==> src/rtl/core/pd_pkg.sv <==
// shared types and character constants of the percent decoder
package pd_pkg;

  localparam int unsigned CapW = 13;
  localparam logic [CapW-1:0] CapReset = 13'd256;

  localparam logic [7:0] ChPercent = 8'h25;
  localparam logic [7:0] ChPlus    = 8'h2B;
  localparam logic [7:0] ChSpace   = 8'h20;

  localparam int unsigned MaxRes = 3;

  typedef struct packed {
    logic [7:0] data;
    logic       last;
    logic       ovf;
  } result_t;

  // results caused by one input item
  typedef struct packed {
    logic [1:0]               cnt;
    result_t [MaxRes-1:0]     ent;
  } bundle_t;

  typedef struct packed {
    logic    push;
    bundle_t bundle;
  } front_out_t;

endpackage

==> src/rtl/core/pd_front.sv <==
// front stage: string state, escape parsing and capacity check per item
module pd_front import pd_pkg::*; (
  input  logic            clk_i,
  input  logic            rst_ni,
  input  logic            acc_i,
  input  logic [7:0]      in_byte_i,
  input  logic            in_last_i,
  input  logic            cfg_we_i,
  input  logic [CapW-1:0] cfg_data_i,
  output front_out_t      front_o
);

  logic [CapW-1:0] cap_q;
  logic [1:0]      held_count_q, held_count_d;
  logic [7:0]      held_digit_q, held_digit_d;
  logic [CapW-1:0] out_count_q, out_count_d;
  logic            dropping_q, dropping_d;
  bundle_t         bundle;

  function automatic logic [4:0] hex_dec(input logic [7:0] c);
    logic [4:0] r;
    r = 5'd0;
    if (c >= 8'h30 && c <= 8'h39) r = {1'b1, 4'(c - 8'h30)};
    else if (c >= 8'h41 && c <= 8'h46) r = {1'b1, 4'(c - 8'h37)};
    else if (c >= 8'h61 && c <= 8'h66) r = {1'b1, 4'(c - 8'h57)};
    return r;
  endfunction

  always_comb begin
    logic       alive;
    logic       do1, do2;
    logic [7:0] b1, b2;
    logic [4:0] hb, hh;
    logic [1:0] n;
    logic [7:0] b;
    n = 2'd0;
    alive = 1'b1;
    do1 = 1'b0;
    do2 = 1'b0;
    b = in_byte_i;
    b1 = b;
    b2 = b;
    hb = hex_dec(b);
    hh = hex_dec(held_digit_q);
    bundle = '0;
    held_count_d = held_count_q;
    held_digit_d = held_digit_q;
    out_count_d = out_count_q;
    dropping_d = dropping_q;

    if (dropping_q) begin
      if (in_last_i) begin
        dropping_d = 1'b0;
        held_count_d = 2'd0;
        held_digit_d = 8'd0;
        out_count_d = '0;
      end
    end else begin
      case (held_count_q)
        2'd0: begin
          do1 = 1'b1;
        end
        2'd1: begin
          if (hb[4] && !in_last_i) begin
            held_count_d = 2'd2;
            held_digit_d = b;
          end else begin
            held_count_d = 2'd0;
            bundle.ent[n] = '{data: ChPercent, last: 1'b0, ovf: 1'b0};
            n = n + 2'd1;
            do1 = 1'b1;
          end
        end
        default: begin
          held_count_d = 2'd0;
          if (hb[4] && hh[4]) begin
            bundle.ent[n] = '{data: {hh[3:0], hb[3:0]}, last: 1'b0, ovf: 1'b0};
            n = n + 2'd1;
          end else begin
            held_digit_d = 8'd0;
            bundle.ent[n] = '{data: ChPercent, last: 1'b0, ovf: 1'b0};
            n = n + 2'd1;
            do1 = 1'b1;
            b1 = held_digit_q;
            do2 = 1'b1;
          end
        end
      endcase

      for (int k = 0; k < 2; k++) begin
        if ((k == 0 ? do1 : do2) && alive) begin
          if (({1'b0, out_count_d} + 14'd1) >= {1'b0, cap_q}) begin
            if (n != 2'd3) begin
              bundle.ent[n] = '{data: 8'd0, last: 1'b1, ovf: 1'b1};
              n = n + 2'd1;
            end
            out_count_d = '0;
            held_count_d = 2'd0;
            held_digit_d = 8'd0;
            dropping_d = !in_last_i;
            alive = 1'b0;
          end else begin
            out_count_d = out_count_d + CapW'(1);
            if ((k == 0 ? b1 : b2) == ChPercent) begin
              held_count_d = 2'd1;
            end else if (n != 2'd3) begin
              bundle.ent[n] = '{data: ((k == 0 ? b1 : b2) == ChPlus) ? ChSpace
                                      : (k == 0 ? b1 : b2),
                                last: 1'b0, ovf: 1'b0};
              n = n + 2'd1;
            end
          end
        end
      end

      if (alive && in_last_i) begin
        if (held_count_d != 2'd0 && n != 2'd3) begin
          bundle.ent[n] = '{data: ChPercent, last: 1'b0, ovf: 1'b0};
          n = n + 2'd1;
        end
        if (n != 2'd0) bundle.ent[n - 2'd1].last = 1'b1;
        held_count_d = 2'd0;
        held_digit_d = 8'd0;
        out_count_d = '0;
        dropping_d = 1'b0;
      end
    end
    bundle.cnt = n;
  end

  assign front_o.push   = acc_i && (bundle.cnt != 2'd0);
  assign front_o.bundle = bundle;

  always_ff @(posedge clk_i or negedge rst_ni) begin
    if (!rst_ni) begin
      cap_q <= CapReset;
      held_count_q <= 2'd0;
      held_digit_q <= 8'd0;
      out_count_q <= '0;
      dropping_q <= 1'b0;
    end else begin
      if (cfg_we_i) cap_q <= cfg_data_i;
      if (acc_i) begin
        held_count_q <= held_count_d;
        held_digit_q <= held_digit_d;
        out_count_q <= out_count_d;
        dropping_q <= dropping_d;
      end
    end
  end

endmodule

==> src/rtl/core/pd_fifo.sv <==
// bundle queue between the front and back stages
module pd_fifo import pd_pkg::*; #(
  parameter int unsigned Depth = 4
) (
  input  logic    clk_i,
  input  logic    rst_ni,
  input  logic    push_i,
  input  bundle_t wdata_i,
  output logic    full_o,
  input  logic    pop_i,
  output bundle_t rdata_o,
  output logic    empty_o
);

  localparam int unsigned AddrW = (Depth > 1) ? $clog2(Depth) : 1;
  localparam int unsigned CntW  = $clog2(Depth + 1);
  localparam logic [AddrW-1:0] LastAddr = AddrW'(Depth - 1);

  bundle_t          mem_q [Depth];
  logic [AddrW-1:0] wr_ptr_q, rd_ptr_q;
  logic [CntW-1:0]  cnt_q;
  logic             do_push, do_pop;

  assign full_o  = (cnt_q == CntW'(Depth));
  assign empty_o = (cnt_q == '0);
  assign rdata_o = mem_q[rd_ptr_q];
  assign do_push = push_i && !full_o;
  assign do_pop  = pop_i && !empty_o;

  always_ff @(posedge clk_i) begin
    if (do_push) mem_q[wr_ptr_q] <= wdata_i;
  end

  always_ff @(posedge clk_i or negedge rst_ni) begin
    if (!rst_ni) begin
      wr_ptr_q <= '0;
      rd_ptr_q <= '0;
      cnt_q <= '0;
    end else begin
      if (do_push) wr_ptr_q <= (wr_ptr_q == LastAddr) ? '0 : wr_ptr_q + AddrW'(1);
      if (do_pop) rd_ptr_q <= (rd_ptr_q == LastAddr) ? '0 : rd_ptr_q + AddrW'(1);
      if (do_push && !do_pop) cnt_q <= cnt_q + CntW'(1);
      else if (do_pop && !do_push) cnt_q <= cnt_q - CntW'(1);
    end
  end

endmodule

==> src/rtl/core/pd_back.sv <==
// back stage: hands out the results of each bundle one at a time
module pd_back import pd_pkg::*; (
  input  logic       clk_i,
  input  logic       rst_ni,
  input  bundle_t    bundle_i,
  input  logic       q_empty_i,
  output logic       q_pop_o,
  output logic       empty_o,
  input  logic       pop_i,
  output logic [7:0] out_byte_o,
  output logic       out_last_o,
  output logic       overflow_o
);

  bundle_t    cur_q;
  logic       cur_valid_q;
  logic [1:0] idx_q;
  logic       take, last_ent, load;
  result_t    res;

  assign take     = cur_valid_q && pop_i;
  assign last_ent = (idx_q == cur_q.cnt - 2'd1);
  assign load     = !cur_valid_q || (take && last_ent);
  assign q_pop_o  = load && !q_empty_i;

  assign res        = cur_q.ent[idx_q];
  assign empty_o    = !cur_valid_q;
  assign out_byte_o = res.data;
  assign out_last_o = res.last;
  assign overflow_o = res.ovf;

  always_ff @(posedge clk_i) begin
    if (load) cur_q <= bundle_i;
  end

  always_ff @(posedge clk_i or negedge rst_ni) begin
    if (!rst_ni) begin
      cur_valid_q <= 1'b0;
      idx_q <= 2'd0;
    end else if (load) begin
      cur_valid_q <= !q_empty_i;
      idx_q <= 2'd0;
    end else if (take) begin
      idx_q <= idx_q + 2'd1;
    end
  end

endmodule

==> src/rtl/core/percent_decoder.sv <==
// top level of the url percent decoder with plus as space
//
//  channel  | handshake              | payload
//  ---------+------------------------+------------------------------------
//  input    | push / full            | in_byte_i, in_last_i
//  result   | empty / pop            | out_byte_o, out_last_o, overflow_o
//  config   | cfg_valid_i/cfg_ready_o| cfg_data_i (capacity)
//
//  one input item is taken per cycle while the bundle queue has room
//  each item makes zero to three results, which leave one per cycle
//  through the back stage, so the result port sets the sustained rate
//  reset is asynchronous, active low; capacity returns to 256
//  full rises when QueueDepth bundles wait behind a stalled result side
module percent_decoder import pd_pkg::*; #(
  parameter int unsigned QueueDepth = 4
) (
  input  logic            clk_i,
  input  logic            rst_ni,
  input  logic            push,
  output logic            full,
  input  logic [7:0]      in_byte_i,
  input  logic            in_last_i,
  output logic            empty,
  input  logic            pop,
  output logic [7:0]      out_byte_o,
  output logic            out_last_o,
  output logic            overflow_o,
  input  logic            cfg_valid_i,
  output logic            cfg_ready_o,
  input  logic [CapW-1:0] cfg_data_i
);

  front_out_t front;
  bundle_t    q_rdata;
  logic       q_empty, q_pop, acc;

  assign cfg_ready_o = 1'b1;
  assign acc = push && !full;

  pd_front u_front (
    .clk_i      (clk_i),
    .rst_ni     (rst_ni),
    .acc_i      (acc),
    .in_byte_i  (in_byte_i),
    .in_last_i  (in_last_i),
    .cfg_we_i   (cfg_valid_i && cfg_ready_o),
    .cfg_data_i (cfg_data_i),
    .front_o    (front)
  );

  pd_fifo #(
    .Depth (QueueDepth)
  ) u_fifo (
    .clk_i   (clk_i),
    .rst_ni  (rst_ni),
    .push_i  (front.push),
    .wdata_i (front.bundle),
    .full_o  (full),
    .pop_i   (q_pop),
    .rdata_o (q_rdata),
    .empty_o (q_empty)
  );

  pd_back u_back (
    .clk_i      (clk_i),
    .rst_ni     (rst_ni),
    .bundle_i   (q_rdata),
    .q_empty_i  (q_empty),
    .q_pop_o    (q_pop),
    .empty_o    (empty),
    .pop_i      (pop),
    .out_byte_o (out_byte_o),
    .out_last_o (out_last_o),
    .overflow_o (overflow_o)
  );

endmodule
==> config.mk <==
export PLATFORM = sky130hd
export DESIGN_NAME = percent_decoder
export DESIGN_NICKNAME = d
export VERILOG_FILES = /design/src/rtl/core/pd_pkg.sv /design/src/rtl/core/pd_front.sv /design/src/rtl/core/pd_fifo.sv /design/src/rtl/core/pd_back.sv /design/src/rtl/core/percent_decoder.sv
export SDC_FILE = /design/constraint.sdc
export NUM_CORES = 1
export LEC_CHECK = 0
export BUFFER_PORTS_ARGS = -buffer_cell sky130_fd_sc_hd__clkbuf_2
export CAP_MARGIN = 20
export CORE_ASPECT_RATIO = 0.8
export CORE_MARGIN = 5
export CORE_UTILIZATION = 44
export DETAILED_ROUTE_END_ITERATION = 8
export PLACE_DENSITY = 0.63
export SYNTH_ARGS = -nofsm -noshare
export SYNTH_HDL_FRONTEND = slang
export SYNTH_SLANG_ARGS = --single-unit
export TNS_END_PERCENT = 10
==> constraint.sdc <==
create_clock -name clk_i -period 10.2 [get_ports clk_i]
set_input_delay 1.53 -clock clk_i [delete_from_list [all_inputs] [get_ports clk_i]]
set_output_delay 1.53 -clock clk_i [all_outputs]
set_load 0.02 [all_outputs]
Yosys cells after proc, flatten, opt, wreduce, memory -nomap -nowiden. Memories as Yosys holds them, arrays and structs flattened. A register that Yosys moved wholly into a read port is not among the register bits. Index checks and enable logic that the tools add are counted.

Memories kept: 1. Output and inout bits: 13. Bits in writable memories: 128. Register bits after elaboration: 47.

Memory list: u_fifo.mem_q (depth 4, width 32, rd ports 1, clocked after memory_dff 1, write ports 1, RTL line pd_fifo.sv:19) `bundle_t mem_q [Depth];`.

$lt $le $gt $ge: 23. Reduce and logical (&&, ||, !) cells: 40. Bitwise operators: 9. $add $sub $neg: 20. Equality and inequality tests: 13. Mux-type cells: 121.

Operator list (count): $mux 30 (18); $mux 8 (15); $mux 13 (8); $bwmux 30 (3); $demux 10 s2 (4); $mux 2 (32); $mux 10 (6); $not 24->24 (2); $eq 8x6->1 const B (4); $ge 8x7->1 const B (4); $le 8x7->1 const B (4); $mux 5 (6); $add 13x1->14 const B (2); $ge 14x13->1 (2); $add 13x1->13 const B (2); $and 24x24->24 (1); $and 8x24->24 (1); $logic_and 1x1->1 (24); $and 21x21->21 (1); $mux 1 (21); $not 21->21 (1); $bmux 10 s2 (1); $pmux 10 s2 (1); $ge 8x6->1 const B (2); other kinds (28) (61).

Logic depth before layout (Yosys ltp).
Depth after elaboration: 35. Mapped depth: 39.

By module. A second synthesis with hierarchy kept.

Cells, all modules: 894. Area, all modules: 10993.0 um2.

By module, submodules not included: pd_fifo (instances 1, area an instance 5057.4 um2, cells an instance 205); pd_front (instances 1, area an instance 4545.6 um2, cells an instance 597); pd_back (instances 1, area an instance 1365.1 um2, cells an instance 89); percent_decoder (instances 1, area an instance 25.0 um2, cells an instance 3).

Worst setup path after synthesis. No wires, ideal clock.

Path kind: in2reg. Start: input port in_byte_i[1]. End: memory u_fifo.mem_q[0][0] (netlist bit) (enable). Setup time: 392 ps. Path buffers: 4. Arrival time: 8789 ps. Cell stages on the path: 30. Slack: 1018 ps. Cells stage by stage: buf_2 > inv_1 > ha_1 > or3b_1 > a32oi_1 > or3_1 > buf_2 > a211oi_1 > clkbuf_1 > clkbuf_1 > nand2_1 > o21ai_0 > ha_1 > nand4b_1 > nor2_1 > nand2_1 > xor2_1 > ha_1 > a2111oi_0 > o21ai_0 > a211o_1 > o221a_2 > or4b_2 > and2_1 > ha_1 > a21o_1 > nor3_2 > nor2_1 > a21oi_4 > and2_1.

Word-level cells in the longest chain between the ends: 33. Elaborated cells between the ends (all ways): 76.

Ends and longest elaborated chain: start: declaration (RTL line percent_decoder.sv:21) `input logic [7:0] in_byte_i,`; parallel branches: the longest is 26 deep, another holds $add 13x1->14; $mux 2 (*) (RTL line pd_front.sv:116) `if (alive && in_last_i) begin`; $mux 2 (*) (RTL line pd_front.sv:51) `if (dropping_q) begin`; $reduce_bool 2->1 (*) (RTL line pd_front.sv:131) `assign front_o.push = acc_i && (bundle.cnt != 2'd0);`; $logic_and 1x1->1 (*) (RTL line pd_front.sv:131); $logic_and 1x1->1 (*) (RTL line pd_fifo.sv:27) `assign do_push = push_i && !full_o;`; net u_fifo.do_push (RTL line pd_fifo.sv:22) `logic do_push, do_pop;`; $mux 1 (*) (RTL line pd_fifo.sv:31) `if (do_push) mem_q[wr_ptr_q] <= wdata_i;`; $mux 1 (not written as such) (*) (RTL line pd_fifo.sv:31); end: declaration (RTL line pd_fifo.sv:19).

Mark *: on every way through the listed nets, which the timed path passes. The select of a mux whose other input is x is not followed.

Worst setup path after layout.
Start: register u_front.out_count_q[3]. End: register u_fifo.cnt_q[2].

Word-level cells in the longest chain between the ends: 24. Elaborated cells between the ends (all ways): 49.

Ends and longest elaborated chain: start: declaration (RTL line pd_front.sv:16) `logic [CapW-1:0] out_count_q, out_count_d;`; start signal: assignment (RTL line pd_front.sv:146) `out_count_q <= out_count_d;`; parallel branches: the longest is 16 deep, another holds $add 13x1->14; $mux 2 (*) (RTL line pd_front.sv:116); $mux 2 (*) (RTL line pd_front.sv:51); $reduce_bool 2->1 (*) (RTL line pd_front.sv:131); $logic_and 1x1->1 (*) (RTL line pd_front.sv:131); $logic_and 1x1->1 (*) (RTL line pd_fifo.sv:27); net u_fifo.do_push (RTL line pd_fifo.sv:22); $logic_not 1->1 (RTL line pd_fifo.sv:43) `else if (do_pop && !do_push) cnt_q <= cnt_q - CntW'(1);`; $logic_and 1x1->1 (RTL line pd_fifo.sv:43); $reduce_bool 2->1 (no source line); end signal: assignment (RTL line pd_fifo.sv:42) `if (do_push && !do_pop) cnt_q <= cnt_q + CntW'(1);`; end signal: assignment (RTL line pd_fifo.sv:43); end: declaration (RTL line pd_fifo.sv:21) `logic [CntW-1:0] cnt_q;`.

Marked as above. A chain may end at the register's enable or synchronous reset.

==> summary.txt <==
Synthesis
  • Post-synth top cells: 160 x edfxtp_1, 84 x nand2_1, 55 x nor2_1, 51 x o21ai_0, 49 x a21oi_1
  • Cell with the most instances after synthesis: edfxtp_1
  • Cell taking the most area after synthesis: edfxtp_1
  • Area share of the largest cell type after synthesis: 44.47%
  • Cell Area, Synth: 0.01081 mm²
  • Ys async rst share: 22.71%
  • Avg Synthesized Cell Area: 12.22 µm²
  • Syn Nets: ~960
  • Post-Synthesis Cells: 884
  • Distinct cells, synth: 77
  • Post-synth top flop: edfxtp_1
  • Synth Warn #: 0
  • #FFs+latches synth: ~210
  • Seq/Total Area, Yosys: 55.36%
  • Number of synthesized flops with an enable pin: 160
  • Area contributors post-synth: edfxtp_1 44%, dfrtp_1 11%, mux4_2 6.7%

Placed design
  • Setup Slack @ Placement: between 0.4 and 0.5 ns
  • RePlAce Congestion: 0.9199
  • Port bufs: 38
  • Hpwl dp: about 17 mm

GRT
  • GRT Max-Usage Layer: met1
  • Total gr overflow: 0
  • Vias in the first global route: 6958
  • Grt met2 use: 26.24%
  • Gr usage total: between 10% and 20%
  • Global-route wire length before repair: 39.76 mm
  • Met1 Use GR: 28.71%
  • Initial antenna violation count: 0
  • Largest net degree at the start of global routing: 48
  • Met3 Track Usage GR: 3.261%

Floorplan
  • Die area: 0.02781 mm²
  • I/O pin cnt: 40
  • Placeable Area: 0.02425 mm²
  • Die width: roughly 190 µm
  • Starting Density: 44.56%
  • Die height: 150.2 µm
  • FP Rows: between 50 and 60

Setup path
  • Crit-path max FO: 18
  • Type of the worst setup path: reg2reg
  • Worst EP required: 10.64 ns
  • Slowest CP cell: or4b_2
  • Worst Path Arrival: 9.73 ns
  • CP startpoint kind: flip-flop
  • Crit end category: flip-flop
  • Largest stage delay, worst path: slightly above 0.6 ns

Routing
  • Vias: 7299
  • Post-route DRC violation count: 0
  • Via density: 5.807
  • WL final: 24.76 mm
  • Routed len/inst: around 20 µm
  • DRT antenna net count: 0
  • DR iter-0 viols: 703
  • Initial DRT Pass Iterations: 5

Power and ir drop
  • Peak supply drop: 0.1109 mV
  • P per Cell Area: 223.0 mW/mm²
  • Pleak: 4.573 nW

Finish
  • Layout cells sized above 1: 15.12%
  • P&R area growth vs syn: 11.78%
  • Nets@finish: 996
  • Filler Cells Inserted: 2135
  • Antenna diodes: 0

Timing
  • Final min period: 9.289 ns
  • Max Fclk: 107.7 MHz
  • Hold Violations, Final: 0
  • Tcrit/Tclk final: 91.07%
  • Clk_skew: approximately 0.023 ns
  • Worst-Margin Slew: 1.042 ns
  • Setup violators final: 0
  • Unrepaired setup endpoints after global routing: no
  • Final WS setup: roughly 0.91 ns
  • Fin Setup TNS: 0 ns
  • Final max-slew violation count: 0
  • Fin Hold WS: 0.5088 ns
  • Max-slew headroom: a little under a third

CTS
  • Hold_buf cts: 0
  • # Post-CTS Setup Buffers: 0
  • H-tree levels: 1
  • Sink Count: 207
  • CTS clk-pin slew, worst paths: roughly 0.06 ns
  • Max Buffers Root-to-Sink: 3
  • Clock Latency Late Sink: 0.53 ns
  • CTS root buf: clkbuf_16
  • Number of CTS-inserted buffers: 23
  • Post_cts resized: 0
  • CTS tree: built

Hold path
  • Min-Delay Path Class: reg2reg

Status
  • Status: completed

Flow run
  • Count of max-cap constraint violations: 0
## worst paths after layout
kind | start | endpoint | slack [ns] | cells past startpoint
max | u_front.out_count_q[3] | u_fifo.cnt_q[2] | 0.91 | 33
min | u_fifo.cnt_q[2] | u_fifo.cnt_q[2] | 0.51 | 1
max reg2reg | u_front.out_count_q[3] | u_fifo.cnt_q[2] | 0.91 | 33
min reg2reg | u_fifo.cnt_q[2] | u_fifo.cnt_q[2] | 0.51 | 1
max in group asynchronous | rst_ni | u_front.held_digit_q[3] | 8.64 | 2
min in group asynchronous | rst_ni | u_back.idx_q[1] | 1.10 | 2
## cell usage in the layout, fill, tap and decap left out, drive strengths merged, types with 32 or more instances in the layout
| cell | Yosys | layout |
|---|---|---|
| a21oi | 50 | 50 |
| dfrtp | 46 | 46 |
| nand2 | 85 | 85 |
| o21ai | 53 | 53 |
| nor2 | 55 | 55 |
| ha | 46 | 46 |
| edfxtp | 160 | 160 |
| clkbuf | 30 | 63 |
| mux4 | 32 | 32 |
| inv | 31 | 33 |
## routing by layer
layer | vias up | part of all wire [%] | wire, µm
met3 | 28 | 7.2 | 1787
met4 | 0 | 1.6 | 403
li1 | 3424 | - | -
met2 | 252 | 42 | 10360
met5 | - | 0 | 0
met1 | 3595 | 49 | 12210
## sequential cells by signal, indices dropped and copies added (netlist names)
name,cells
u_front.cap_q,13
u_fifo.mem_q,128
u_back.cur_q,32
u_fifo.wr_ptr_q,2
u_front.out_count_q,13
u_fifo.rd_ptr_q,2
u_front.held_digit_q,8
u_fifo.cnt_q,3
u_back.cur_valid_q,1
u_back.idx_q,2
u_front.held_count_q,2
u_front.dropping_q,1
## layout make-up
| cell class | instances | area, µm² | share of cell area, % |
|---|---|---|---|
| tap | 318 | 397.9 | 3.294 |
| sequential | 207 | 5983 | 49.54 |
| timing repair buffer | 57 | 332.8 | 2.756 |
| clock buffer | 25 | 583.1 | 4.828 |
| multi-input combinational | 602 | 4523 | 37.45 |
| clock inverter | 17 | 141.4 | 1.171 |
| inverter | 31 | 116.4 | 0.9634 |
## logic make-up after synthesis
logic type / share of synthesized area (%)
simple gates: 11.80
flops: 55.36
compound gates: 12.34
buf+inv: 2.825
mux: 8.962
fa+ha+maj: 5.512
xor+xnor: 3.161
other cells: 0.03470
## power breakdown
part	internal, mW	leakage, nW	switching [mW]
Clock	0.445	0.347	0.343
Combinational	0.301	2.14	0.418
Sequential	1.12	2.09	0.0631
Total	1.87	4.57	0.824
## through the flow
stage / util, % / cells / cell area, µm² / power (mW)
5_1_grt: 49.81 / 1257 / 12080 / 2.842
4_1_cts: 49.81 / 1257 / 12080 / 2.732
3_5_place_dp: 46.82 / 1215 / 11350 / 1.936
2_1_floorplan: - / 884 / 10810 / 1.711
6_report: 49.81 / 1257 / 12080 / 2.694
3_3_place_gp: 46.82 / 1215 / 11350 / 1.918
## critical path, delay by kind of cell (launching register included)
family                   cells  cell delay [ns]
AND/OR/NAND/NOR             11             3.27
AO/OA/AOI/OAI               11             2.85
adder cells (fa/ha/maj)      5             1.46
XOR/XNOR                     4             0.70
flip-flops                   1             0.59
buffers and inverters        2             0.32
Power figures use the tool's default switching activity.
